===== src/hw/rtl/rls_mul.sv =====
// Shared 32x32 signed multiplier with registered product and fixed-point rounding.
// Standalone; instantiated by rls_two_parameter_estimator.
`default_nettype none

module rls_mul #(
    parameter int FRAC_BITS = 16
) (
    input  wire logic               clk,
    input  wire logic signed [31:0] x,
    input  wire logic signed [31:0] y,
    output logic signed [63:0]      q
);

    localparam logic signed [63:0] RND = 64'sd1 <<< (FRAC_BITS - 1);

    logic signed [63:0] prod_reg;

    always_ff @(posedge clk)
    begin
        prod_reg <= x * y;
    end

    // Round to nearest with ties upward, then floor shift.
    assign q = (prod_reg + RND) >>> FRAC_BITS;

endmodule

`default_nettype wire


===== config.mk =====
export PLATFORM = sky130hd
export DESIGN_NAME = rls_mul
export DESIGN_NICKNAME = d
export VERILOG_FILES = /design/src/hw/rtl/rls_mul.sv
export SDC_FILE = /design/constraint.sdc
export NUM_CORES = 2
export LEC_CHECK = 0
export BUFFER_PORTS_ARGS = -buffer_cell sky130_fd_sc_hd__buf_2
export CAP_MARGIN = 20
export CORE_AREA = 2 2 468 238
export CTS_CLUSTER_DIAMETER = 30
export CTS_CLUSTER_SIZE = 30
export DETAILED_ROUTE_END_ITERATION = 10
export DIE_AREA = 0 0 470 240
export PLACE_DENSITY = 0.57
export SKIP_LAST_GASP = 1
export SLEW_MARGIN = 20
export SYNTH_ARGS = -nofsm -noshare
export SYNTH_HDL_FRONTEND = slang
export SYNTH_SLANG_ARGS = --single-unit

===== constraint.sdc =====
create_clock -name clk -period 9.4 [get_ports clk]
set_clock_uncertainty 0.1 [all_clocks]
set_input_delay 0 -clock clk [delete_from_list [all_inputs] [get_ports clk]]
set_output_delay 0 -clock clk [all_outputs]
set_load 0.02 [all_outputs]

# Word level (Yosys, flattened, before mapping)
# Cells that the tools add are included.
[word_totals]
regBits = 64
input_bits = 65
out_inout_bits = 64
wordCells = 3
[op_classes]
n_addsub = 1
n_mul = 1
[ops]
columns = ["cell", "count"]
rows = [
  ["64-bit by 17-bit adder with 64-bit output (second input constant)", 1],
  ["32-bit by 32-bit multiplier with 64-bit output", 1],
]

# Longest topological paths before layout
[logic_depth]
word_depth = 1
mapped_depth = 29
depth_no_buf = 27

# Least setup slack after synthesis
# OpenSTA, ideal clock, no wires.
[synth_timing]
path_kind = "input port to flip-flop"
from = "in x[31]"
to = "reg prod_reg[63]"
setup_time_ns = 0.072
arrival_ns = 7.256
required_time_ns = 9.228
path_slack_ns = 1.971
cell_stages = 27
n_path_buf = 2
path_cell_list = "clkbuf_1 nand2_1 inv_1 fa_1 inv_1 fa_1 inv_1 fa_1 fa_1 inv_1 fa_1 inv_1 fa_1 fa_1 fa_1 ha_1 clkbuf_1 a21o_1 a21o_1 a21oi_1 o21ai_0 nand2_1 and3_1 a21bo_2 nor3_1 a2111oi_2 xnor2_1"
[synth_between]
elab_chain_len = 1
[synth_lines]
columns = ["element", "line", "text"]
rows = [
  ["from (decl)", "9", "input wire logic signed [31:0] x,"],
  ["32-bit by 32-bit multiplier with 64-bit output", "20", "prod_reg <= x * y;"],
  ["to (signal assigned)", "20", ""],
  ["to (decl)", "16", "logic signed [63:0] prod_reg;"],
]
# No other way between the ends.

# Worst setup path after layout
# Ends and elaborated chain as after synthesis.

==> reports/summary.txt <==
Status - finished clean
Max reg flops - 49
Core area - 0.109 mm²
Worst path slowest cell - fa_1
Total negative slack - 0 ps
Syn Area/Cell - 9.41 µm²
Prevailing post-synth register cell - dfxtp_1
CTS tree - done
Required time at the worst-slack endpoint - 9520 ps
Sequential-to-total area share from yosys stat - 2.60%
IO Pins - 129
TritonRoute pass-1 iters - 9
Critical Path AT - 7980 ps
Slew Limit Fails - 0
Drt total wl - 128000 µm
P&R area growth vs syn - 5.49%
RSZ-0062 raised after global routing - false
CP endpoint kind - register
Drc violations - 0
Crit share post-route - 83.6%
First-pass GRT wire length - 190000 µm
Layout cell share with drive strength beyond 1 - 5.15%
Max Fclk - 0.127 GHz
Maximum fanout along the worst path - 32
Die Span Y - 240 µm
Post-Synth Simple-Gate Area - 16.4%
Vias in the first global route - 27.6k
Clock slew at reported path FFs - 60 ps
Total track usage - 23.1%
Critical path class - in -> reg
Synth Net Count - 5345
Clock sinks - 49
CTS Buffer Depth - 2
Number of synthesized flops with an enable pin - 0
Post-Synth XOR/XNOR Area - 2.62%
Post-Synth Adder-Cell Area - 63.3%
Routability cong. - 0.964
Final Hold Fails - 0
CP peak stage delay - 670 ps
Worst-margin pin slew - 1080 ps
Routed via count - 26.5k
Gr ovfl total - 0
DR WL/cell - 23.5 µm
Multiplexer area fraction after synthesis - 0%
Most frequent CP cell - fa_1
Hold crit path type - reg -> out
Fillers - 11.1k
Max-slew headroom - 28.3%
Final nets - 5303
Post-layout minimum cycle time - 7860 ps
I/O Buffers - 128
Setup crit start kind - input pin
Clock root cell - clkbuf_16
Postcts setup bufs - 0
Critical path buffer and inverter count - 6
Gate Count Post-Synth - 4018
Post-synth ARST share - 0%
CTS H-tree depth - 2
Vias/cell - 4.88
Final setup fails - 0
Initial core utilization - 34.7%
Largest family of logic cells by synthesized area - adder cells
CTS Buf Count - 5
Distinct cells, synth - 62
Die Width - 470 µm
Post-DP HPWL - 107000 µm
Largest net degree at the start of global routing - 33
Initial DRC Count - 2794
Max Cap Violations - 0
Cts hold-fix bufs - 0
Die ar. - 0.113 mm²
Delay-heaviest family, CP - adder cells
Post-cts resize count - 0
Synth Area in Compound Gates - 2.99%
Synthesis warning total - 0
Synthesis-stage register bit count - 49
Rows - 86
Synthesized area - 0.0378 mm²
Initial antenna violation count - 11
Routed Antenna Nets - 0
[tightest hold or removal path, delay by kind of cell, from the launching register on]
family    cells  cell delay [ps]
flops         1              340
buf+inv       1              150
xor+xnor      1               70
[through the flow]
step / hold slack, ps / cells / util, % / setup WS (ps) / cell area (µm²)
floorplan: 355 / 4018 / - / 1970 / 37800
global placement: 446 / 5421 / 36.4 / 1340 / 39700
detailed placement: 444 / 5421 / 36.4 / 1260 / 39700
CTS: 771 / 5429 / 36.6 / 1560 / 39900
global route: 789 / 5430 / 36.6 / 1000 / 39900
finish: 749 / 5431 / 36.6 / 1540 / 39900
[metal layers]
| layer | track usage (%) | share of wire, % | vias to the layer above |
|---|---|---|---|
| li1 | - | - | 11300 |
| met1 | 37.5 | 50 | 13600 |
| met2 | 24.3 | 31 | 1531 |
| met3 | 14.4 | 19 | 50 |
| met4 | 1.83 | 0.70 | 4 |
| met5 | 1.11 | 0.14 | - |
[path summary, 6_finish.rpt]
path          from            to  cells past startpoint
max          x[31]  prod_reg[63]                     26
min   prod_reg[59]         q[43]                      2
[layout make-up]
class | instances | area (µm²) | area share (%)
Multi-Input combinational cell | 2764 | 32200 | 80.8
Inverter | 987 | 3700 | 9.29
Tap cell | 1452 | 1820 | 4.56
Sequential cell | 49 | 981 | 2.46
Timing Repair Buffer | 169 | 961 | 2.41
Clock buffer | 5 | 125 | 0.314
Clock inverter | 3 | 46.3 | 0.116
Antenna cell | 2 | 5.00 | 0.0126
[logic make-up after synthesis]
kind of cell / count (synthesis)
AO/OA/AOI/OAI: 168
XOR/XNOR: 113
adder cells (fa/ha/maj): 1262
buffers and inverters: 1205
flip-flops: 49
AND/OR/NAND/NOR: 1221
[synthesized netlist by cell type (all sizes together) (12+ instances only)]
cell,number,share of area (%)
fa,1081,57
ha,181,6.0
and2,516,8.5
xnor2,77,1.8
nor2,63,0.69
xor2,36,0.83
nand4,27,0.49
nand2,540,5.4
and3,14,0.23
nand2b,12,0.20
inv,987,9.8
a21oi,57,0.78
nand3,21,0.32
o21ai,34,0.51
dfxtp,49,2.6
clkbuf,201,2.0
buf,17,0.33
a21o,28,0.56
[cells in the final DEF, fill, tap and decap left out, types with 26 or more instances in the layout]
cell type  synthesis  final
buf_2              1    128
o21ai_0           27     27
nand2_1          539    539
dfxtp_1           49     49
fa_1            1081   1081
xor2_1            36     36
and2_1           515    515
a21oi_1           54     54
buf_4             16     40
inv_1            987    987
ha_1             181    181
a21o_1            28     28
nor2_1            60     60
xnor2_1           77     77
nand4_1           26     26
Power is left out: the tool's default activity adds up to more than one toggle a clock period on the data nets, which glitch-free logic cannot reach.
