### config.mk
export PLATFORM = sky130hd
export DESIGN_NAME = rls_div
export DESIGN_NICKNAME = d
export VERILOG_FILES = /design/src/hw/rtl/rls_pkg.sv /design/src/hw/rtl/rls_div.sv
export SDC_FILE = /design/constraint.sdc
export NUM_CORES = 1
export LEC_CHECK = 0
export BUFFER_PORTS_ARGS = -buffer_cell sky130_fd_sc_hd__buf_2
export CAP_MARGIN = 25
export CELL_PAD_IN_SITES_DETAIL_PLACEMENT = 0
export CELL_PAD_IN_SITES_GLOBAL_PLACEMENT = 1
export CORE_MARGIN = 1
export CORE_UTILIZATION = 47
export DETAILED_ROUTE_END_ITERATION = 10
export HOLD_SLACK_MARGIN = 0.03
export PLACE_DENSITY = 0.86
export REMOVE_ABC_BUFFERS = 1
export SYNTH_ARGS = -nofsm -noshare
export SYNTH_HDL_FRONTEND = slang
export SYNTH_SLANG_ARGS = --single-unit
### constraint.sdc
create_clock -name clk -period 9 [get_ports clk]
set_input_delay 0.9 -clock clk [delete_from_list [all_inputs] [get_ports clk]]
set_output_delay 0.9 -clock clk [all_outputs]
set_load 0.02 [all_outputs]
### src/hw/rtl/rls_pkg.sv
// Shared types, constants and helpers for the two-parameter RLS estimator.
// Used by rls_div and rls_two_parameter_estimator; depends on nothing.
`default_nettype none

package rls_pkg;

    localparam int DIV_W   = 64;
    localparam int DIV_CNT = 7;

    // Register indexes of the configuration port.
    localparam logic [1:0] CFG_FORGET = 2'd0;
    localparam logic [1:0] CFG_INITCOV = 2'd1;
    localparam logic [1:0] CFG_MINDEN = 2'd2;

    localparam logic [16:0] FORGET_RESET  = 17'd65536;
    localparam logic [16:0] FORGET_MAX    = 17'd65536;
    localparam logic [30:0] INITCOV_RESET = 31'd65536000;
    localparam logic [16:0] MINDEN_RESET  = 17'd1;

    // Covariance entries are scaled by 65536 before the divide by lambda.
    localparam int LAMBDA_SHIFT = 16;

    typedef struct packed {
        logic                    start;
        logic signed [DIV_W-1:0] dividend;
        logic signed [31:0]      divisor;
    } div_req_t;

    function automatic logic fits32(input logic signed [63:0] v);
        logic [32:0] top;
        top = v[63:31];
        return (top == {33{1'b0}}) || (top == {33{1'b1}});
    endfunction

endpackage

`default_nettype wire

### src/hw/rtl/rls_div.sv
// Restoring signed divider, one quotient bit per cycle, truncation toward zero.
// Depends on rls_pkg for the request struct and widths.
`default_nettype none

module rls_div (
    input  wire logic              clk,
    input  wire logic              rst_n,
    input  wire rls_pkg::div_req_t req,
    output logic                   done,
    output logic signed [rls_pkg::DIV_W-1:0] quotient
);

    logic [rls_pkg::DIV_W-1:0]   sh_reg;
    logic [31:0]                 rem_reg;
    logic [31:0]                 dmag_reg;
    logic                        neg_reg;
    logic                        busy_reg;
    logic                        done_reg;
    logic [rls_pkg::DIV_CNT-1:0] cnt_reg;

    logic [32:0]               trial;
    logic                      qbit;
    logic [32:0]               dabs;
    logic [rls_pkg::DIV_W-1:0] nabs;

    assign trial = {rem_reg, sh_reg[rls_pkg::DIV_W-1]};
    assign qbit  = trial >= {1'b0, dmag_reg};
    assign dabs  = req.divisor[31] ? -{req.divisor[31], req.divisor}
                                   : {req.divisor[31], req.divisor};
    assign nabs  = req.dividend[rls_pkg::DIV_W-1] ? -req.dividend : req.dividend;

    always_ff @(posedge clk or negedge rst_n)
    begin
        if (!rst_n)
        begin
            busy_reg <= 1'b0;
            done_reg <= 1'b0;
            cnt_reg  <= '0;
            sh_reg   <= '0;
            rem_reg  <= '0;
            dmag_reg <= '0;
            neg_reg  <= 1'b0;
        end
        else
        begin
            done_reg <= 1'b0;
            if (req.start)
            begin
                busy_reg <= 1'b1;
                cnt_reg  <= rls_pkg::DIV_CNT'(rls_pkg::DIV_W);
                sh_reg   <= nabs;
                rem_reg  <= '0;
                dmag_reg <= dabs[31:0];
                neg_reg  <= req.dividend[rls_pkg::DIV_W-1] ^ req.divisor[31];
            end
            else if (busy_reg)
            begin
                rem_reg <= qbit ? 32'(trial - {1'b0, dmag_reg}) : trial[31:0];
                sh_reg  <= {sh_reg[rls_pkg::DIV_W-2:0], qbit};
                cnt_reg <= cnt_reg - 1'b1;
                if (cnt_reg == rls_pkg::DIV_CNT'(1))
                begin
                    busy_reg <= 1'b0;
                    done_reg <= 1'b1;
                end
            end
        end
    end

    assign done     = done_reg;
    assign quotient = neg_reg ? -$signed(sh_reg) : $signed(sh_reg);

endmodule

`default_nettype wire
* Yosys cells after proc, flatten, opt, wreduce, memory -nomap -nowiden
Index checks and enable logic that the tools add are counted.
** Storage, ports and cells
- Register bits :: 138
- Input port bits :: 99
- Output and inout port bits :: 65
- Word-level logic and storage cells :: 32
** Operators by class
- $add $sub $neg :: 5
- Order comparisons :: 1
- Equality and inequality tests :: 1
- Multiplexer cells :: 16
- Bitwise logic cells :: 1
- Reduce and logical (&&, ||, !) cells :: 1
** Operators by type and width (count)
- 64-bit 2-to-1 mux :: 4
- 32-bit 2-to-1 mux :: 4
- 64-bit negation :: 2
- 33-bit by 32-bit >= comparator with 1-bit output :: 1
- 32-bit negation :: 1
- 32-bit subtractor :: 1
- 7-bit 2-to-1 mux :: 2
- 7-bit by 1-bit equality test with 1-bit output, second input constant :: 1
- 7-bit by 1-bit subtractor with 7-bit output, second input constant :: 1
- 1-bit 2-to-1 mux :: 6
- 2-bit nonzero test :: 1
- 1-bit XOR :: 1

* Longest topological paths before layout
Gate-level depths: netlist of the first run.
- Word-level depth :: 4
- Depth in mapped cells :: 13
- Depth with buffers taken out :: 11

* Worst setup path after synthesis of the first run
Ideal clock, no wire load.
- Path type :: register to output
- Start :: reg sh_reg[30] in the netlist's numbering
- End :: out quotient[63] in the netlist's numbering
- Arrival :: 3.284 ns
- Data required time :: 8.100 ns
- Setup slack :: 4.816 ns
- Stages on the path, launching flop included :: 10
- Cell sequence :: dfrtp_1 -> or4_4 -> or3_4 -> or4_4 -> nand3b_4 -> or4_4 -> buf_6 -> or3_4 -> o31ai_4 -> xnor2_1
** Between the ends
- Word-level cells in the longest chain between the ends :: 2
** Ends and longest elaborated chain
- start, declared :: line rls_div.sv:13 : logic [rls_pkg::DIV_W-1:0] sh_reg;
- start signal, assigned :: line rls_div.sv:51 : sh_reg <= nabs;
- start signal, assigned :: line rls_div.sv:59 : sh_reg <= {sh_reg[rls_pkg::DIV_W-2:0], qbit};
- 64-bit negation :: line rls_div.sv:71 : assign quotient = neg_reg ? -$signed(sh_reg) : $signed(sh_reg);
- 64-bit 2-to-1 mux :: line rls_div.sv:71
- end, declared :: line rls_div.sv:10 : output logic signed [rls_pkg::DIV_W-1:0] quotient
Every way passes these cells.

* Worst setup path after layout of the first run
- Start :: reg sh_reg[9] in the netlist's numbering
- End :: out quotient[63] in the netlist's numbering
Same word-level chain as after synthesis.

==> impl_metrics.yaml, run 1 <==
outcome:
  outcome: "completed"
cells_and_area:
  largest_reg_flops: 64
  syn_to_final_growth_pct: 13.8
  stdcell_count: 1823
  drive_gt1_share_pct: 15.0
  nets: 1627
floorplanning:
  die_w_um: 157
  die_area_sq_mm: 0.0248
  initial_core_util_pct: 48.1
  row_count: 56
  num_io_pins: 164
  die_h_um: 157
  core-area_sq_mm: 0.0236
drt:
  drcViolationCount: 0
  drt_iter0_drc: 478
  vias_per_cell: 5.70
  antenna_left: 0
  drt-total-wl_um: 30600
  detail_route.wl_per_cell_um: 16.8
  first_pass_iters: 5
  vias: 10400
synthesis:
  syn_inst: 1379
  synth_seq_area_share_pct: 30.4
  netlist_area_sq_mm: 0.0114
  yosysTopAreaCellShare_pct: 30.4
  synthMostInstantiatedCell: "dfrtp_1"
  ys_seq_elements: 138
  synthTopCellsByCount: "dfrtp_1, nand2_1, xnor2_1, o21ai_0, nor2_1"
  yosys_most_used_dff: "dfrtp_1"
  synth_edf_count: 0
  synth_area_leaders: "dfrtp_1, xnor2_1, mux2i_1"
  synth_top_cell_by_area: "dfrtp_1"
  async_flop_share_pct: 100
  ys.warnings.count: 0
  post_synth.cell_area_avg_sq_um: 8.24
  synth.distinct_cells: 68
cts:
  post_cts_buffers: 0
  numCtsBuffers: 17
  cts.path.max_buffers: 2
  cts_tree: "done"
  clock-sinks: 138
  path_clk_slew_ns: 0.06
  insertion_delay_ns: 0.43
  htree_levels: 4
  cts_root_buf: "clkbuf_16"
  cts_hold_buffers: 0
  cts_resized: 0
power:
  power_frac_seq_pct: 30.7
  p_leak_nw: 5.75
  vdd_ir_drop_max_mv: 0.105
  p_sw_mw: 1.24
  powerDensity_mw_per_mm2: 226
  pwr-share-clk_pct: 22.5
  p_sw_share_pct: 42.3
  combinationalPowerShare_pct: 46.8
  p_int_mw: 1.69
sta:
  slew_headroom_pct: 29.0
  fin_skew_ns: 0.00885
  finalSetupViolations: 0
  hold_violations: 0
  grt_setup_unrepaired: "false"
  tightest_slew_ns: 1.04
  fin_crit_sh_pct: 54.0
  fmax_ghz: 0.206
  final.setup.tns_ns: 0
  drv_slew: 0
  period_needed_ns: 4.86
critical_path:
  startpoint_type: "flip-flop"
  critPathKind: "reg2out"
  end_kind: "output pin"
  critPathArrivalTime_ns: 3.96
  path_max_fanout: 8
  crit_required_ns: 8.10
flow_run:
  cap_violations: 0
global_route:
  busiest_layer: "met2"
  antenna_found_initial: 1
  grt_pass1_vias: 9946
  met3_usage_pct: 4.07
  grt_overflow: 0
  grt_pass1_wl_um: 50300
  grt_usage_pct: 25.5
  grt_max_degree: 90
  grt_util_met2_pct: 42.3
  grt_use_met1_pct: 33.9
placed_design:
  place.gp.congestion: 0.920
  io_buffers: 163
  hpwl_um: 22400
  dp.cells: 1788
min_path:
  hold_class: "in2async"
power groups by stage:
| stage | logic [mW] | registers (mW) | clock network, mW |
|---|---|---|---|
| 6_report | 1.37 | 0.898 | 0.656 |
| 5_1_grt | 1.51 | 0.920 | 0.690 |
| 4_1_cts | 1.36 | 0.903 | 0.663 |
| 3_5_place_dp | 1.35 | 0.911 | 0 |
| 3_3_place_gp | 1.34 | 0.906 | 0 |
| 2_1_floorplan | 0.996 | 0.880 | 0 |
metal layers:
layer | vias up | routed length [um]
met1 | 4909 | 14100
li1 | 5199 | -
met2 | 234 | 14600
met3 | 47 | 1310
met5 | - | 0
met4 | 0 | 609
kinds of logic after synthesis:
group           count (synthesis)  synth area share (%)
flops                         138                  30.4
compound gates                402                  22.6
buf+inv                       136                  4.60
xor+xnor                      183                  14.1
fa+ha+maj                      38                  4.25
mux                            63                  5.56
simple gates                  419                  18.4
cell usage in the layout (no fill, tap or decap), drive strengths merged, types with 5 or more instances in the layout:
master | netlist | routed
a211oi | 48 | 48
a21o | 14 | 14
a21oi | 94 | 94
a31oi | 9 | 9
and2 | 6 | 6
buf | 17 | 174
clkbuf | 65 | 22
clkinv | 0 | 6
dfrtp | 138 | 138
ha | 37 | 37
inv | 54 | 54
mux2i | 62 | 62
nand2 | 126 | 126
nand2b | 16 | 16
nand3 | 26 | 26
nand3b | 7 | 7
nand4 | 13 | 13
nor2 | 105 | 105
nor2b | 25 | 25
nor3 | 20 | 20
nor4 | 18 | 18
o21a | 6 | 6
o21ai | 115 | 115
o21bai | 5 | 5
o221ai | 5 | 5
o31ai | 48 | 48
o41ai | 24 | 24
or2 | 5 | 5
or3 | 19 | 19
or4 | 19 | 19
xnor2 | 116 | 116
xor2 | 67 | 67
final timing paths:
kind / start / end / slack, ns / cells past startpoint
setup / recovery: sh_reg[9] / quotient[63] / 4.14 / 9
hold / removal: rst_n / dmag_reg[14] / 0.47 / 1
min in group clk: dmag_reg[11] / dmag_reg[11] / 0.53 / 2
setup reg to reg: dmag_reg[2] / rem_reg[25] / 5.27 / 11
max in group asynchronous: rst_n / busy_reg / 7.50 / 3
hold reg to reg: dmag_reg[11] / dmag_reg[11] / 0.53 / 2
final cells by class:
| cell class | count | area (sq um) |
|---|---|---|
| Multi-Input combinational cell | 1105 | 7380 |
| Tap cell | 319 | 399 |
| Antenna cell | 1 | 2.50 |
| Timing Repair Buffer | 174 | 941 |
| Clock buffer | 22 | 474 |
| Clock inverter | 10 | 71.3 |
| Fill cell | 2340 | 10700 |
| Sequential cell | 138 | 3460 |
| Inverter | 54 | 203 |
per-stage QoR:
stage	util, %	instance area (sq um)	worst slack [ns]	hold WS (ns)	total power [mW]
after global placement	52.2	12300	4.62	0.506	2.24
after CTS	54.6	12900	4.12	0.501	2.93
after global routing	54.8	12900	3.89	0.537	3.12
after floorplan	-	11000	4.11	0.484	1.88
final	54.8	12900	4.14	0.471	2.92
after detailed placement	52.3	12300	4.58	0.513	2.26
worst max-delay path, stage by stage, from the launching register on:
cell and delay (ns):
dfrtp_1 0.44, or4_4 0.55, or4_1 0.51, nor4_4 0.46, nand3b_4 0.18, or4_4 0.52, or3_4 0.37, o31ai_4 0.18
xnor2_1 0.14, buf_2 0.18
No activity file was read; power rests on OpenSTA's default activity.
==> inputs of run 2 (changes only) <==
--- a/config.mk
+++ b/config.mk
@@ -10,10 +10,10 @@
 export CELL_PAD_IN_SITES_DETAIL_PLACEMENT = 0
 export CELL_PAD_IN_SITES_GLOBAL_PLACEMENT = 1
 export CORE_MARGIN = 1
-export CORE_UTILIZATION = 47
+export CORE_UTILIZATION = 44
 export DETAILED_ROUTE_END_ITERATION = 10
 export HOLD_SLACK_MARGIN = 0.03
-export PLACE_DENSITY = 0.86
+export PLACE_DENSITY = 0.81
 export REMOVE_ABC_BUFFERS = 1
 export SYNTH_ARGS = -nofsm -noshare
 export SYNTH_HDL_FRONTEND = slang
==> constraint.sdc (replaced) <==
create_clock -name clk -period 4.6 [get_ports clk]
set_input_delay 0.46 -clock clk [delete_from_list [all_inputs] [get_ports clk]]
set_output_delay 0.46 -clock clk [all_outputs]
set_load 0.02 [all_outputs]
==> impl_metrics.yaml, run 2 (synthesized netlist as in run 1, its figures left out) <==
outcome:
  outcome: "completed"
power:
  p_leak_nw: 5.82
  power_frac_seq_pct: 30.1
  pwr-share-clk_pct: 23.9
  vdd_ir_drop_max_mv: 0.266
  p_int_mw: 3.42
  p_sw_mw: 2.42
  power_mw: 5.85
  p_sw_share_pct: 41.5
  combinationalPowerShare_pct: 46.0
  powerDensity_mw_per_mm2: 447
cells_and_area:
  nets: 1637
  final_cell_mix: "buf_2, dfrtp_1, nand2_1"
  final_common_cell: "buf_2"
  drive_gt1_share_pct: 15.7
  syn_to_final_growth_pct: 15.3
  fillerInstances: 2463
  largest_reg_flops: 64
sta:
  whs_ns: 0.338
  final.setup.tns_ns: 0
  slew_headroom_pct: 37.9
  grt_setup_unrepaired: "false"
  period_needed_ns: 4.31
  fin_crit_sh_pct: 93.8
  drv_slew: 0
  fin_skew_ns: 0.00965
  finalSetupViolations: 0
  hold_violations: 0
  fmax_ghz: 0.232
  tightest_slew_ns: 0.932
critical_path:
  crit_chain: "or4_4, or3_4, or4_4, nand3b_4, or4_4, or3_4, o31ai_4, xnor2_1, buf_2"
  worstRegToRegCells: 9
  critPathLaunch: "sh_reg[29]"
  end_kind: "output pin"
  max_stage_delay_ns: 0.54
  worst-path-stages: 9
  r2r_setup_slack_ns: 1.33
  startpoint_type: "flip-flop"
  worstSetupEndpoint: "quotient[63]"
  crit_required_ns: 4.14
  worst_path_most_repeated_cell: "or4_4"
  critPathArrivalTime_ns: 3.85
  crit_buf_inv: 1
  path_max_fanout: 7
  r2r-start: "rem_reg[14]"
  worstReg2RegEnd: "rem_reg[19]"
  crit_path_top_delay_cell: "or4_4"
  critPathKind: "reg2out"
  cp_top_family: "simple AND/OR/NAND/NOR gates"
drt:
  wl_met2_um: 14400
  first_pass_iters: 5
  met3_length_um: 1210
  wl_met1_um: 14200
  vias: 10400
  antenna_left: 0
  detail_route.wl_per_cell_um: 16.5
  vias_per_cell: 5.62
  top_layer: "met4"
  drt-total-wl_um: 30400
  drt_iter0_drc: 503
  drcViolationCount: 0
floorplanning:
  die_w_um: 163
  row_count: 58
  core-area_sq_mm: 0.0253
  num_io_pins: 164
  die_h_um: 163
  die_area_sq_mm: 0.0265
  initial_core_util_pct: 45.0
global_route:
  grt_overflow: 0
  antenna_found_initial: 0
  grt_pass1_wl_um: 50000
  grt_pass1_vias: 9877
  grt_max_degree: 125
  grt_usage_pct: 23.6
cts:
  cts.path.max_buffers: 2
  clock-sinks: 138
  path_clk_slew_ns: 0.06
  insertion_delay_ns: 0.42
  cts_tree: "done"
  post_cts_buffers: 0
  numCtsBuffers: 17
  htree_levels: 4
  cts_root_buf: "clkbuf_16"
placed_design:
  io_buffers: 163
  hpwl_um: 22300
  place.gp.congestion: 0.906
flow_run:
  cap_violations: 0
min_path:
  hold_class: "in2reg"
==> run 2: how the worst min path moves through the flow <==
| stage | slack (ns) | to | startpoint | cells past startpoint |
|---|---|---|---|---|
| floorplan | 0.16 | busy_reg | rst_n | 0 |
| global placement | 0.50 | dmag_reg[24] | dmag_reg[24] | 2 |
| detailed placement | 0.51 | cnt_reg[6] | cnt_reg[6] | 2 |
| CTS | 0.19 | dmag_reg[12] | rst_n | 1 |
| global route | 0.33 | dmag_reg[31] | req[30] | 3 |
| finish | 0.34 | dmag_reg[31] | req[30] | 3 |
==> run 2: power groups by stage <==
stage,Sequential [mW],Combinational (mW),Clock (mW)
floorplan,1.72,1.95,0
global placement,1.78,2.64,0
detailed placement,1.79,2.66,0
CTS,1.77,2.68,1.42
global route,1.80,2.99,1.47
finish,1.76,2.69,1.40
==> run 2: per-stage QoR <==
step	cells	setup slack (ns)	util, %	instance area, sq um
floorplan	1297	-0.295	-	11000
global placement	1808	0.644	49.2	12400
detailed placement	1808	0.615	49.2	12400
CTS	1840	0.148	51.6	13000
global route	1843	0.0957	51.8	13100
finish	1844	0.286	51.9	13100
==> run 2: routing by layer <==
metal	global-route usage [%]	up-vias
li1	-	5216
met1	32.6	4894
met2	38.6	215
met3	3.06	38
met4	6.41	0
met5	0	-
==> run 2: what timing repair did <==
| item | in CTS | in global routing |
|---|---|---|
| endpoints found under the setup margin | 0 | 1 |
| hold buffers | 0 | 1 |
| endpoints found under the hold margin | 0 | 11 |
| gates resized for setup | 0 | 1 |
==> run 2: area by class of cell <==
type,count,area (sq um),area share [%]
clock buffer,20,457,3.49
clock inverter,12,139,1.06
inverter,54,203,1.55
multi-input combinational,1105,7390,56.4
timing repair buffer,184,1030,7.89
sequential,138,3460,26.4
tap,330,413,3.15
antenna,1,2.50,0.0191
==> run 2: worst min-delay path, cell delays in order <==
cell      delay [ns]
buf_2           0.10
nand4b_1        0.11
o22ai_1         0.06
==> inputs of run 3 (changes only) <==
--- a/config.mk
+++ b/config.mk
@@ -12,6 +12,7 @@
 export CORE_MARGIN = 1
 export CORE_UTILIZATION = 44
 export DETAILED_ROUTE_END_ITERATION = 10
+export GPL_TIMING_DRIVEN = 0
 export HOLD_SLACK_MARGIN = 0.03
 export PLACE_DENSITY = 0.81
 export REMOVE_ABC_BUFFERS = 1
==> impl_metrics.yaml, run 3 (synthesized netlist as in run 1, its figures left out) <==
drt:
  antenna_left: 0
  vias_per_cell: 5.63
  vias: 10300
  drcViolationCount: 0
  detail_route.wl_per_cell_um: 16.6
  drt-total-wl_um: 30400
  drt_iter0_drc: 498
  first_pass_iters: 6
critical_path:
  startpoint_type: "flip-flop"
  max_stage_delay_ns: 0.57
  crit_path_top_delay_cell: "or4_4"
  cp_top_family: "simple AND/OR/NAND/NOR gates"
  path_max_fanout: 7
  end_kind: "output pin"
  r2r_setup_slack_ns: 0.98
  critPathArrivalTime_ns: 3.96
  crit_buf_inv: 2
  crit_chain: "or4_4, or4_1, nor4_4, buf_4, nand3b_4, or4_4, or3_4, o31ai_4, xnor2_1, buf_2"
  crit_required_ns: 4.14
  worst_path_most_repeated_cell: "or4_4"
  critPathKind: "reg2out"
global_route:
  grt_use_met1_pct: 31.1
  antenna_found_initial: 3
  busiest_layer: "met2"
  grt_usage_pct: 23.5
  grt_max_degree: 164
  met3_usage_pct: 5.04
  grt_util_met2_pct: 38.9
  grt_pass1_wl_um: 49800
  grt_overflow: 0
  grt_pass1_vias: 9805
sta:
  slew_headroom_pct: 25.8
  drv_slew: 0
  fin_ws_ns: 0.178
  tightest_slew_ns: 1.09
  final.setup.tns_ns: 0
  period_needed_ns: 4.42
  grt_setup_unrepaired: "false"
  fin_crit_sh_pct: 96.1
  hold_violations: 0
  fin_skew_ns: 0.0116
  fmax_ghz: 0.226
  finalSetupViolations: 0
power:
  vdd_ir_drop_max_mv: 0.260
  powerDensity_mw_per_mm2: 442
  power_mw: 5.78
  p_leak_nw: 5.79
placed_design:
  place.gp.congestion: 0.892
  post-place-ws_ns: 0.506
  io_buffers: 163
  hpwl_um: 22000
floorplanning:
  die_w_um: 163
  core-area_sq_mm: 0.0253
  num_io_pins: 164
  row_count: 58
  die_h_um: 163
  die_area_sq_mm: 0.0265
  initial_core_util_pct: 45.0
cells_and_area:
  largest_reg_flops: 64
  final_common_cell: "buf_2"
  final_cell_mix: "buf_2, dfrtp_1, nand2_1"
  drive_gt1_share_pct: 15.1
  nets: 1626
  syn_to_final_growth_pct: 15.1
  postLayoutCoreUtil_pct: 51.8
flow_run:
  cap_violations: 0
cts:
  numCtsBuffers: 17
  cts.path.max_buffers: 2
  clock-sinks: 138
  insertion_delay_ns: 0.43
  cts_root_buf: "clkbuf_16"
  htree_levels: 4
  path_clk_slew_ns: 0.07
  cts_tree: "done"
outcome:
  outcome: "completed"
min_path:
  hold_class: "in2reg"
## run 3: cell types whose count changed in the layout (fill, tap and decap cells not counted)
cell        before  now
clkinvlp_4       4    5
o41ai_2          0    2
buf_8            0    1
clkbuf_8         2    0
bufinv_16        2    1
buf_6            2    1
o41ai_1         24   22
diode_2          1    3
buf_16           1    5
clkinv_2         1    2
buf_4           17    2
## run 3: layout make-up
cell class,count,area [sq um]
Multi-Input combinational cell,1105,7410
Tap cell,330,413
Fill cell,2527,12200
Clock buffer,18,429
Inverter,54,203
Antenna cell,3,7.51
Timing Repair Buffer,173,1030
Clock inverter,13,121
Sequential cell,138,3460
## run 3: per-stage QoR
stage / area (sq um) / hold slack (ns) / instances
floorplan: 11000 / 0.164 / 1297
global route: 13100 / 0.349 / 1831
global placement: 12300 / 0.506 / 1790
detailed placement: 12400 / 0.436 / 1796
CTS: 13000 / 0.321 / 1828
finish: 13100 / 0.337 / 1834
## run 3: worst paths after layout
| path | startpoint | to | cells past startpoint |
|---|---|---|---|
| setup / recovery | sh_reg[10] | quotient[63] | 10 |
| hold / removal | req[30] | dmag_reg[31] | 3 |
| setup reg to reg | rem_reg[1] | rem_reg[19] | 10 |
| hold reg to reg | dmag_reg[10] | dmag_reg[10] | 2 |
| max in group asynchronous | rst_n | neg_reg | 3 |
| min in group asynchronous | rst_n | dmag_reg[8] | 2 |
## run 3: power by group
group / internal [mW] / leakage (nW) / switching, mW
combinational: 1.14 / 3.86 / 1.57
sequential: 1.47 / 1.67 / 0.285
clock: 0.744 / 0.255 / 0.581
total: 3.35 / 5.79 / 2.43
## run 3: worst min-delay path, cell delays in order
cell      delay (ns)
buf_2           0.10
nand4b_1        0.11
o22ai_1         0.06
## run 3: repair_timing
| action | 4_1_cts | 5_1_grt |
|---|---|---|
| hold buffers | 1 | 0 |
| endpoints found under the setup margin | 0 | 7 |
| setup buffers | 0 | 2 |
| endpoints found under the hold margin | 47 | 0 |
| gates resized for setup | 0 | 3 |
## run 3: metal layers
layer	up-vias	wire length, um
met1	4904	14400
met3	25	1190
li1	5201	-
met4	2	415
met5	-	10
met2	196	14400
